<file path="config.mk">
export PLATFORM = sky130hd
export DESIGN_NAME = tcce_queue
export DESIGN_NICKNAME = d
export VERILOG_FILES = /design/src/hw/rtl/tcce_pkg.sv /design/src/hw/rtl/tcce_queue.sv
export SDC_FILE = /design/constraint.sdc
export NUM_CORES = 1
export LEC_CHECK = 0
export ABC_CLOCK_PERIOD_IN_PS = 2550
export BUFFER_PORTS_ARGS = -buffer_cell sky130_fd_sc_hd__buf_2
export CAP_MARGIN = 15
export CELL_PAD_IN_SITES_DETAIL_PLACEMENT = 2
export CELL_PAD_IN_SITES_GLOBAL_PLACEMENT = 2
export CORE_MARGIN = 2
export CORE_UTILIZATION = 38
export DETAILED_ROUTE_END_ITERATION = 16
export PLACE_DENSITY = 0.79
export SYNTH_ARGS = -nofsm -noshare
export SYNTH_HDL_FRONTEND = slang
export SYNTH_SLANG_ARGS = --single-unit
</file>
<file path="constraint.sdc">
create_clock -name clk -period 2.55 [get_ports clk]
set_input_delay 0.3825 -clock clk [delete_from_list [all_inputs] [get_ports clk]]
set_output_delay 0.3825 -clock clk [all_outputs]
set_load 0.03 [all_outputs]
</file>
<file path="src/hw/rtl/tcce_pkg.sv">
// tcce_pkg: shared types and constants for the text console cursor engine.
// Holds command codes, the classified item struct and the back-end state enum.
// No dependencies.
`default_nettype none

package tcce_pkg;

  localparam logic [1:0] CMD_PUT   = 2'd0;
  localparam logic [1:0] CMD_BKSP  = 2'd1;
  localparam logic [1:0] CMD_CLEAR = 2'd2;
  localparam logic [1:0] CMD_READ  = 2'd3;

  localparam logic [7:0] NEWLINE_CODE       = 8'd10;
  localparam logic [7:0] BLANK_CODE         = 8'd32;
  localparam logic [7:0] DEFAULT_ATTR_RESET = 8'd15;

  typedef enum logic [2:0] {
    OP_PUT,
    OP_NEWLINE,
    OP_BKSP,
    OP_CLEAR,
    OP_READ,
    OP_READ_OUT
  } op_t;

  typedef struct packed {
    op_t        op;
    logic [7:0] char_code;
    logic [7:0] char_attribute;
    logic [4:0] read_row;
    logic [6:0] read_column;
  } item_t;

  typedef enum logic [2:0] {
    ST_IDLE,
    ST_SCR_RD,
    ST_SCR_WR,
    ST_BLANK,
    ST_CLEAR,
    ST_READ_WAIT
  } state_t;

endpackage

`default_nettype wire

</file>
<file path="src/hw/rtl/tcce_queue.sv">
// tcce_queue: two-entry item queue between front and back.
// Depends on tcce_pkg.
`default_nettype none

module tcce_queue (
  input  wire logic            clk,
  input  wire logic            rst_n,
  input  wire logic            push,
  input  wire tcce_pkg::item_t push_item,
  input  wire logic            pop,
  output logic                 full,
  output logic                 not_empty,
  output tcce_pkg::item_t      head_item
);

  tcce_pkg::item_t entry_r [2];
  logic       wr_ptr_r, wr_ptr_nxt;
  logic       rd_ptr_r, rd_ptr_nxt;
  logic [1:0] count_r, count_nxt;
  logic       do_pop;

  assign full      = (count_r == 2'd2);
  assign not_empty = (count_r != 2'd0);
  assign head_item = entry_r[rd_ptr_r];
  assign do_pop    = pop && not_empty;

  always_comb begin
    wr_ptr_nxt = push ? ~wr_ptr_r : wr_ptr_r;
    rd_ptr_nxt = do_pop ? ~rd_ptr_r : rd_ptr_r;
    count_nxt  = count_r + {1'b0, push} - {1'b0, do_pop};
  end

  always_ff @(posedge clk) begin
    if (!rst_n) begin
      wr_ptr_r <= 1'b0;
      rd_ptr_r <= 1'b0;
      count_r  <= 2'd0;
    end else begin
      wr_ptr_r <= wr_ptr_nxt;
      rd_ptr_r <= rd_ptr_nxt;
      count_r  <= count_nxt;
    end
  end

  always_ff @(posedge clk) begin
    if (push) begin
      entry_r[wr_ptr_r] <= push_item;
    end
  end

endmodule

`default_nettype wire

</file>
==> metrics <==
number of library cell types mapped by synthesis 16; post-route minimum period 2.13 ns; cts hold-fix bufs 0; status completed; pre-CTS WS 0.779 ns; ranking of synthesized cells by area edfxtp_1, mux2_4, dfxtp_1; Initial Utilization 38.7%; DRT Pass-1 Iters 4; Yosys top cell by area edfxtp_1; layout cell share with drive strength beyond 1 58.8%; num rows 30; post-synthesis compound-gate area fraction 0.625%; post_cts resized 0; CP required 2.17 ns; Die Area 7530 µm²; FMAX 0.471 GHz; area grow syn2layout 26.9%; synthesized area 2600 µm²; total of max-cap violations 0; Seq cells post-synth 67; post-CTS setup buffer count 0; post-synthesis mux area share 18.5%; post-route insts no fill 284; Least-Margin Pin Slew 0.573 ns; Final WS setup 0.425 ns; clock-pin slew on the worst setup and hold paths 0.08 ns; met3 GRT Util 5.62%; Fin. Hold Viols 0; CP Capture Type output pin; simple-gate portion of the synthesized area 2.07%; Syn Nets 156; multi-input logic area 607 µm²; syn avg cell area 21.9 µm²; first-pass GRT wire length 8390 µm; share of the synthesized area in the top cell type 71.5%; most frequent cells in the layout buf_2, edfxtp_1, mux2_4; commonest non-fill, non-tap cell in the layout buf_2; clk sink count 67; met2 Use GR 26.8%; Die X 86.8 µm; largest net degree at the start of global routing 20; via count 1,343; vias per inst 4.73; Post-Synth XOR/XNOR Area 0.865%; buffers added on ports 67; Root Buffer clkbuf_8; Detail Route Antenna Nets 0; GRT Overall Usage 16.2%; # setup viols final 0; Final Wtd Congestion 0.657; Hold Path Class input pin to register; initial antenna violation count 0; register area share after synthesis 75.4%; GRT Residual Overflow 0; CP Class register to output pin; Startpoint Class register; io pins 68; DRC Markers 0; crit share post-route 83.3%; CTS tree done; largest family of logic cells by synthesized area multiplexers; final-stage net count 236; Antenna diodes 0; Rel. slew slack 61.7%; Setup Total Neg Slack 0 ns; H-tree depth 3; Core Region 6720 µm²; vias in the first global route 1,489; number of buffers created by CTS 9; CTS Buffer Depth 2; sequential cell area 1960 µm²; fillers 632; final wirelength 5440 µm; worst skew pair latency 0.34 ns; DPL Wire Length 3870 µm; Max VDD drop 0.378 mV; placed cell count 268; RSZ-0062 raised after global routing false; Adder-Cell Fraction of Synth Area 0.962%; Leakage Power 0.00132 µW; crit path DAT 1.74 ns; yosys warns 0; Final Max Slew Viols 0; met1 Resource Use GR 18.4%; per-cell routed wire length 19.1 µm; Die Y 86.8 µm; Synth Instances 119; clk_skew 0.0108 ns; PD cells 988 nW/µm²; DRT iter0 DRCs 34; Top Usage Layer GRT met2; critical path fanouts, max 18
==> report_power, final <==
group / leakage [µW] / total [µW] / switching [µW] / internal, µW
combinational: 0.000591 / 839 / 461 / 378
sequential: 0.000624 / 1360 / 72.6 / 1290
clock: 0.000109 / 1070 / 421 / 646
==> stage by stage <==
step	hold slack [ns]	area [µm²]	power [µW]	util, %
after floorplan	0.452	2600	2010	-
after global placement	0.461	3060	2190	45.6
after detailed placement	0.490	3060	2240	45.6
after CTS	0.202	3300	3320	49.2
after global routing	0.200	3300	3400	49.2
final	0.224	3300	3260	49.2
==> sequential cells by signal, indices dropped and copies added (netlist names), named ones only <==
name      flops
entry_r      62
count_r       2
rd_ptr_r      1
wr_ptr_r      1
==> logic make-up after synthesis <==
kind of cell,count (synthesis)
adders and majority gates,2
and+or+nand+nor,9
muxes,33
xor gates and xnor gates,1
buffers and inverters,5
DFF,67
AOI/OAI and AO/OA,2
==> area by class of cell <==
class / count / area share (%)
timing repair buffer: 72 / 11.7
multi-input combinational: 47 / 18.4
tap: 80 / 3.03
clock buffer: 9 / 3.75
inverter: 2 / 0.227
clock inverter: 7 / 3.52
sequential: 67 / 59.4
==> path summary, 6_finish.rpt <==
kind / start / endpoint / slack, ns / cells after the start
worst min-delay path: push_item[29] / entry_r[1][29] / 0.22 / 1
worst max register to register: count_r[1] / count_r[1] / 1.07 / 6
worst max-delay path: register / head_item[3] / 0.42 / 3
worst min register to register: rd_ptr_r / register / 0.51 / 2
==> Yosys cell counts <==
library cell	instances
dfxtp_1	5
buf_6	3
edfxtp_1	62
and2_1	2
ha_1	2
nand2b_1	1
or2_1	1
xnor3_1	1
inv_1	2
nand2_1	1
mux2_4	30
mux2_1	1
o21a_1	1
nor2b_1	4
mux2i_1	2
o21a_2	1
==> metal layers <==
layer / share of wire [%] / wire length (µm)
met3: 5.6 / 304
met4: 2.5 / 134
met2: 52 / 2830
met1: 40 / 2170
met5: 0 / 0
==> critical path, cell delays in order, from the launching register on <==
cell and delay [ns]:
dfxtp_2 0.63, buf_12 0.25, mux2_4 0.32, buf_2 0.19
Power figures use the tool's default switching activity.
