File: src/hw/rtl/tcce_pkg.sv
// tcce_pkg: shared types and constants for the text console cursor engine.
// Holds command codes, the classified item struct and the back-end state enum.
// No dependencies.
`default_nettype none

package tcce_pkg;

  localparam logic [1:0] CMD_PUT   = 2'd0;
  localparam logic [1:0] CMD_BKSP  = 2'd1;
  localparam logic [1:0] CMD_CLEAR = 2'd2;
  localparam logic [1:0] CMD_READ  = 2'd3;

  localparam logic [7:0] NEWLINE_CODE       = 8'd10;
  localparam logic [7:0] BLANK_CODE         = 8'd32;
  localparam logic [7:0] DEFAULT_ATTR_RESET = 8'd15;

  typedef enum logic [2:0] {
    OP_PUT,
    OP_NEWLINE,
    OP_BKSP,
    OP_CLEAR,
    OP_READ,
    OP_READ_OUT
  } op_t;

  typedef struct packed {
    op_t        op;
    logic [7:0] char_code;
    logic [7:0] char_attribute;
    logic [4:0] read_row;
    logic [6:0] read_column;
  } item_t;

  typedef enum logic [2:0] {
    ST_IDLE,
    ST_SCR_RD,
    ST_SCR_WR,
    ST_BLANK,
    ST_CLEAR,
    ST_READ_WAIT
  } state_t;

endpackage

`default_nettype wire

File: src/hw/rtl/tcce_front.sv
// tcce_front: decodes an incoming command into a classified item.
// Depends on tcce_pkg.
`default_nettype none

module tcce_front #(
  parameter int ROWS    = 25,
  parameter int COLUMNS = 80
) (
  input  wire logic [1:0]     cmd,
  input  wire logic [7:0]     char_code,
  input  wire logic [7:0]     char_attribute,
  input  wire logic [4:0]     read_row,
  input  wire logic [6:0]     read_column,
  output tcce_pkg::item_t     item
);

  logic in_range;

  assign in_range = (32'(read_row) < ROWS) && (32'(read_column) < COLUMNS);

  always_comb begin
    item.char_code      = char_code;
    item.char_attribute = char_attribute;
    item.read_row       = read_row;
    item.read_column    = read_column;
    case (cmd)
      tcce_pkg::CMD_PUT: begin
        item.op = (char_code == tcce_pkg::NEWLINE_CODE) ? tcce_pkg::OP_NEWLINE
                                                         : tcce_pkg::OP_PUT;
      end
      tcce_pkg::CMD_BKSP:  item.op = tcce_pkg::OP_BKSP;
      tcce_pkg::CMD_CLEAR: item.op = tcce_pkg::OP_CLEAR;
      tcce_pkg::CMD_READ: begin
        // reads outside the store answer zeros without touching memory
        item.op = in_range ? tcce_pkg::OP_READ : tcce_pkg::OP_READ_OUT;
      end
      default: item.op = tcce_pkg::OP_READ_OUT;
    endcase
  end

endmodule

`default_nettype wire

File: config.mk
export PLATFORM = sky130hd
export DESIGN_NAME = tcce_front
export DESIGN_NICKNAME = d
export VERILOG_FILES = /design/src/hw/rtl/tcce_pkg.sv /design/src/hw/rtl/tcce_front.sv
export SDC_FILE = /design/constraint.sdc
export NUM_CORES = 1
export LEC_CHECK = 0
export ABC_AREA = 1
export BUFFER_PORTS_ARGS = -buffer_cell sky130_fd_sc_hd__buf_2
export CORE_AREA = 2 2 39 41
export DETAILED_ROUTE_END_ITERATION = 12
export DIE_AREA = 0 0 41 43
export PLACE_DENSITY = 0.77
export SYNTH_ARGS = -nofsm -noshare
export SYNTH_HDL_FRONTEND = slang
export SYNTH_SLANG_ARGS = --single-unit
File: constraint.sdc
create_clock -name vclk -period 0.8
set_input_delay 0.08 -clock vclk [all_inputs]
set_output_delay 0.08 -clock vclk [all_outputs]
set_load 0.005 [all_outputs]
==> reports/metrics.yaml, run 1 <==
port_buffers: 37
relSlewSlack_pct: 90.2
final_cells: 80
rsz0062_at_grt: "yes"
finalHoldViolations: 0
area_growth_pct: 13.6
yosysSeqAreaShare_pct: 0
design.seq.count: 0
fill_cells: 158
ys.warnings.count: 0
p_leak_nw: 0.244
syn_area_per_cell_sq_um: 6.03
grt_max_degree: 5
crit_end: "item[28]"
max-cap-violations: 0
status: "finished, final reports clean"
crit_path_end_kind: "primary output"
antenna_found_initial: 0
power.density_mw_per_mm2: 449
startpoint: "cmd[0]"
hp-class: "in2out"
die_y_um: 43
via_per_inst: 3.78
tightest_slew_ps: 146
placed_area_sq_um: 327
post-route-drc-count: 0
die_area_sq_mm: 0.00176
ant_nets: 0
globalRoute.totalOverflow: 0
synth_cells: 55
grt_usage_pct: 4.90
coreArea_sq_mm: 0.00138
start_kind: "input pin"
worstPathMaxFanout: 4
synth.cell_area_sq_um: 332
cp_data_required_time_ps: 720
path_class: "in2out"
multiInputGateArea_sq_um: 118
setup_violations: 0
ys_types: 7
gp_congestion: 0.598
fin_crit_sh_pct: 97.4
die_w_um: 41
wl_um: 662
drt_iter0_markers: 1
nets: 98
dp_cells: 80
initial_core_util_pct: 24.0
top_level_ports: 61
clockBufferCount: 0
ir_drop_mv: 0.0971
dr.pass1.iters: 4
final_max_slew_viol_count: 0
post_cts_buffers: 0
fmax_ghz: 1.28
wire_per_inst_um: 8.28
worstPathArrival_ps: 700
grt_pass1_vias: 187
grt_pass1_wl_um: 655
num_vias: 302
stdcell_area_sq_um: 377
diodes: 0
period_needed_ps: 779
register_area_sq_um: 0
drive_gt1_share_pct: 67.2
synth_nets: 87
fp-row-count: 14
## power by group
group	internal [mW]	switching (mW)
clock network	0	0
registers	0	0
logic	0.0960	0.0730
total	0.0960	0.0730
## worst min path at each step
stage | from | depth (start not counted) | slack [ps] | endpoint
after floorplan | read_column[0] | 1 | 240 | item[0]
after global placement | read_column[0] | 0 | 160 | item[0]
after detailed placement | read_column[0] | 0 | 160 | item[0]
after CTS | read_column[0] | 0 | 160 | item[0]
after global routing | char_attribute[4] | 0 | 160 | item[16]
final | char_attribute[7] | 0 | 160 | item[19]
## cell families after synthesis
logic type               after synthesis  share of synthesized area [%]
buffers and inverters                 35                           71.3
AND/OR/NAND/NOR                       17                           19.6
adder cells (fa/ha/maj)                2                           7.55
AO/OA/AOI/OAI                          1                           1.51
## worst max-delay path, cell delays in order
cell and delay [ps]:
buf_8 110, ha_1 200, nand2_1 60, inv_1 30
nand2_1 50, nand2_1 50, buf_2 120
## area by class of cell
type | count | share of cell area [%]
repair buffers | 37 | 55.1
multi-input cells | 20 | 31.2
inverters | 7 | 8.31
well taps | 16 | 5.32
## placed cells by master, fill, tap and decap left out, drive strengths merged
master and n:
nand2 8, o21ai 1, inv 7, buf 37
ha 2, nand3 1, nor2 8
## through the flow
| stage | hold WS, ps | util [%] | TNS, ps | power [mW] | setup slack [ps] |
|---|---|---|---|---|---|
| 6_report | 160 | 27.2 | 0 | 0.169 | 20.9 |
| 5_1_grt | 160 | 27.2 | -22.3 | 0.190 | -22.3 |
| 4_1_cts | 160 | 25.9 | -2.01 | 0.163 | -2.01 |
| 3_5_place_dp | 160 | 23.6 | -65.1 | 0.146 | -65.1 |
| 3_3_place_gp | 160 | 23.6 | -34.7 | 0.142 | -34.7 |
| 2_1_floorplan | 241 | - | 0 | 0.146 | 207 |
## timing repair
| item | in CTS | in global routing |
|---|---|---|
| endpoints found under the setup margin | 1 | 1 |
| hold endpoints to repair | 0 | 0 |
| hold buffers | 0 | 0 |
| pin swaps | 4 | 6 |
| gates resized for setup | 8 | 5 |
## Yosys cell counts
| cell | instances | area share, % |
|---|---|---|
| buf_4 | 28 | 63 |
| ha_1 | 2 | 7.5 |
| inv_1 | 7 | 7.9 |
| nand2_1 | 8 | 9.1 |
| nand3_1 | 1 | 1.5 |
| nor2_1 | 8 | 9.1 |
| o21ai_0 | 1 | 1.5 |
## layer usage
layer	up-vias	wire length, um	track usage (%)	share of wire [%]
met1	124	196	4.75	30
met3	2	88	0.524	13
met5	-	0	0	0
met2	23	372	10.0	56
li1	153	-	-	-
met4	0	4	0.667	0.60
No activity file was read; power rests on OpenSTA's default activity.
==> run 2, diff against run 1 <==
==> constraint.sdc (replaced) <==
create_clock -name vclk -period 0.95
set_input_delay 0.095 -clock vclk [all_inputs]
set_output_delay 0.095 -clock vclk [all_outputs]
set_load 0.005 [all_outputs]
==> run 2 against run 1 <==
Sequential cell count did not move. Via count is 2.0% lower. Final cell count is the same. Die area unchanged. Core utilization decreased by 3.4 points. Clock-buffer cell count is the same. Sequential share of layout area is the same. First-iteration DRC count decreased by 100%. Critical endpoint unchanged. Largest cell class unchanged. Highest routed layer unchanged.
==> reports/metrics.yaml, run 2 (same netlist as run 1, synthesis figures left out) <==
via_per_inst: 3.70  # -2.0%
grt_pass1_vias: 184  # -1.6%
area_growth_pct: -0.755
crit_slowest_cell: "ha_1"
wl_um: 603  # -8.9%
dr.pass1.iters: 1  # -3
die_y_um: 43  # unchanged
ant_nets: 0  # unchanged
worstPathArrival_ps: 790  # +90 ps
cp_data_required_time_ps: 850  # +130 ps
timing.hold.ws_ps: 190  # +30.0 ps
setup_violations: 0  # unchanged
dp_slack_ps: 54.9  # +120 ps
relSlewSlack_pct: 90.1  # about the same
design.seq.count: 0  # unchanged
fmax_ghz: 1.13
cp.depth: 8  # +1
worstPathMaxFanout: 4  # unchanged
top_level_ports: 61  # unchanged
cpMostUsedCell: "nor2_1"
p_leak_nw: 0.240  # -2.0%
post-route-drc-count: 0  # unchanged
start_kind: "input pin"
diodes: 0  # unchanged
die_w_um: 41  # unchanged
tightest_slew_ps: 146  # +0.265 ps
final_max_slew_viol_count: 0  # unchanged
layout_setup_ws_ps: 66.5  # +45.6 ps
cp_num_buf_inv: 3  # unchanged
multiInputGateArea_sq_um: 95.1  # -19%
initial_core_util_pct: 24.0  # unchanged
clockBufferCount: 0  # unchanged
fill_cells: 165  # +4.4%
ir_drop_mv: 0.0630  # -35%
globalRoute.totalOverflow: 0  # unchanged
crit_path_end_kind: "primary output"
nets: 98  # unchanged
path_class: "in2out"
antenna_found_initial: 0  # unchanged
die_area_sq_mm: 0.00176  # unchanged
power.density_mw_per_mm2: 369  # -18%
max-cap-violations: 0  # unchanged
final_cell_mix: "buf_2 (36), nor2_1 (8), nand2_1 (8), inv_1 (7), ha_1 (2)"
crit_chain: "buf_4 > inv_1 > ha_1 > nand3_1 > nor2_1 > nor2_1 > nand2_1 > buf_2"
grt_pass1_wl_um: 621  # -5.2%
coreArea_sq_mm: 0.00138  # unchanged
grt_max_degree: 5  # unchanged
hold_buffers: 0  # unchanged
fin_crit_sh_pct: 93.0
num_vias: 296  # -2.0%
fp-row-count: 14  # unchanged
tns_ps: 0  # unchanged
rsz0062_at_grt: "no"
slowest_delay_ps: 180  # -20 ps
hold_path_depth: 0  # unchanged
wire_per_inst_um: 7.54  # -8.9%
drive_gt1_share_pct: 57.8  # -9.4 points
port_buffers: 37  # unchanged
register_area_sq_um: 0  # unchanged
period_needed_ps: 884
layout_commonest_cell: "buf_2"
dp_cells: 80  # unchanged
final_cells: 80  # unchanged
grt_usage_pct: 4.60  # -0.30 points
finalHoldViolations: 0  # unchanged
status: "finished, final reports clean"
gp_congestion: 0.598  # unchanged
hp-class: "in2out"
cp_top_family: "buffers and inverters"
drt_iter0_markers: 0  # -1
p_total_mw: 0.122  # -28%
run 2: area by class of cell:
type | instances | area share, %
Inverter | 7 | 7.98
Multi-Input combinational cell | 20 | 28.9
Tap cell | 16 | 6.08
Timing Repair Buffer | 37 | 57.0
run 2: worst paths after layout:
| check | from | endpoint | slack [ps] |
|---|---|---|---|
| worst max-delay path | cmd[0] | item[28] | 70 |
| worst min-delay path | char_attribute[0] | item[12] | 190 |
run 2: through the flow:
step / instance area, sq um / utilization (%)
after global routing: 329 / 23.8
after CTS: 327 / 23.6
after global placement: 327 / 23.6
after floorplan: 332 / -
after detailed placement: 327 / 23.6
final: 329 / 23.8
run 2: repair_timing:
| action | CTS | global route |
|---|---|---|
| setup buffers | 0 | 0 |
| endpoints found under the setup margin | 0 | 1 |
| gates resized for setup | 0 | 1 |
run 2: per-layer routing:
layer,GRT usage (%),vias up,share of wire (%)
li1,-,153,-
met1,4.43,118,31
met2,9.38,23,53
met3,0.524,2,16
met4,0.667,0,0.66
met5,0,-,0
run 2: power breakdown:
part           leakage (nW)  total [mW]  internal [mW]  switching, mW
logic                 0.240       0.122         0.0680         0.0535
clock network             0           0              0              0
registers                 0           0              0              0
total                 0.240       0.122         0.0680         0.0535
==> run 3, diff against run 2 <==
==> constraint.sdc (replaced) <==
create_clock -name vclk -period 1.03
set_input_delay 0.103 -clock vclk [all_inputs]
set_output_delay 0.103 -clock vclk [all_outputs]
set_load 0.005 [all_outputs]
==> run 3 against run 2 <==
Final cell count did not move. Cell area fell by 0.76%. Sequential cell count did not move. Critical path depth did not move. First-iteration DRC count did not move. Power fell by 8.5%. Die area did not move. Via count did not move. Combinational power fell by 9%. Wire length rose by 0.33%. Global-route usage did not move. Core utilization fell by 0.18 points. Largest power group unchanged. Highest routed layer unchanged.
==> reports/metrics.yaml, run 3 (same netlist as run 1, synthesis figures left out) <==
status: "finished, final reports clean"
final_cell_mix: "buf_2 (37), nor2_1 (8), nand2_1 (8), inv_1 (7), ha_1 (2)"
p_total_mw: 0.111  # -8.5%
path_class: "in2out"
placed_area_sq_um: 327  # unchanged
start_kind: "input pin"
nets: 98  # unchanged
grt_pass1_wl_um: 621  # unchanged
switchingPower_mw: 0.0493  # -7.7%
grt_usage_pct: 4.60  # unchanged
final_core_util_pct: 23.6  # -0.18 points
dr.pass1.iters: 1  # unchanged
grt_pass1_vias: 184  # unchanged
p_leak_nw: 0.238  # -0.52%
ant_nets: 0  # unchanged
tns_ps: 0  # unchanged
p_seq_share_pct: 0  # unchanged
crit_path_end_kind: "primary output"
globalRoute.totalOverflow: 0  # unchanged
layout_commonest_cell: "buf_2"
crit_chain: "buf_2 > inv_1 > ha_1 > nand3_1 > nor2_1 > nor2_1 > nand2_1 > buf_2"
via_per_inst: 3.70  # unchanged
design.seq.count: 0  # unchanged
timing.hold.ws_ps: 206  # +16.0 ps
wire_per_inst_um: 7.56  # +0.33%
stdcell_area_sq_um: 327  # -0.76%
fmax_ghz: 1.10
register_area_sq_um: 0  # unchanged
grt_max_degree: 5  # unchanged
drive_gt1_share_pct: 57.8  # unchanged
antenna_found_initial: 0  # unchanged
setup_violations: 0  # unchanged
final_max_slew_viol_count: 0  # unchanged
dp_slack_ps: 119  # +64.0 ps
swShare_pct: 44.4  # +0.38 points
rsz0062_at_grt: "no"
die_w_um: 41  # unchanged
cp_top_family: "buffers and inverters"
die_y_um: 43  # unchanged
drt_iter0_markers: 0  # unchanged
cp_data_required_time_ps: 930  # +80 ps
post_cts_buffers: 0  # unchanged
cp_num_buf_inv: 3  # unchanged
tightest_slew_ps: 146  # unchanged
fill_cells: 166  # +0.61%
post-route-drc-count: 0  # unchanged
area_growth_pct: -1.51
layout_setup_ws_ps: 122  # +55.8 ps
max-cap-violations: 0  # unchanged
crit_slowest_cell: "ha_1"
initial_core_util_pct: 24.0  # unchanged
power.density_mw_per_mm2: 340  # -7.8%
dp_cells: 80  # unchanged
multiInputGateArea_sq_um: 95.1  # unchanged
fin_crit_sh_pct: 88.1
finalHoldViolations: 0  # unchanged
clockBufferCount: 0  # unchanged
relSlewSlack_pct: 90.1  # unchanged
port_buffers: 37  # unchanged
power_frac_comb_pct: 100.0  # about the same
period_needed_ps: 908
worstPathMaxFanout: 4  # unchanged
coreArea_sq_mm: 0.00138  # unchanged
final_cells: 80  # unchanged
clockPowerShare_pct: 0  # unchanged
slowest_delay_ps: 180  # about the same
fp-row-count: 14  # unchanged
gp_congestion: 0.598  # unchanged
cts_resized: 0  # unchanged
worstPathArrival_ps: 800  # about the same
num_vias: 296  # unchanged
ir_drop_mv: 0.0580  # -7.9%
die_area_sq_mm: 0.00176  # unchanged
top_level_ports: 61  # unchanged
hold_buffers: 0  # unchanged
diodes: 0  # unchanged
hp-class: "in2out"
p_int_mw: 0.0618  # -9.1%
wl_um: 605  # +0.33%
run 3: cell counts in the layout (fill, tap and decap cells not counted):
No cell type changed its count.
run 3: layer usage:
metal	routed length (um)	track usage, %
met3	94	0.524
met2	320	9.38
met4	4	0.667
met1	186	4.43
met5	0	0
run 3: final cells by class:
cell class	instances	area share (%)
Multi-Input combinational cell	20	29.1
Inverter	7	8.05
Timing Repair Buffer	37	56.7
Tap cell	16	6.13
run 3: worst paths after layout:
kind / end / startpoint / cells past startpoint
worst min-delay path: item[12] / char_attribute[0] / 0
worst max-delay path: item[28] / cmd[0] / 8
run 3: power groups by stage:
stage / Clock, mW / Combinational (mW) / Sequential (mW)
after global placement: 0 / 0.110 / 0
after floorplan: 0 / 0.113 / 0
final: 0 / 0.111 / 0
after global routing: 0 / 0.127 / 0
after CTS: 0 / 0.114 / 0
after detailed placement: 0 / 0.113 / 0
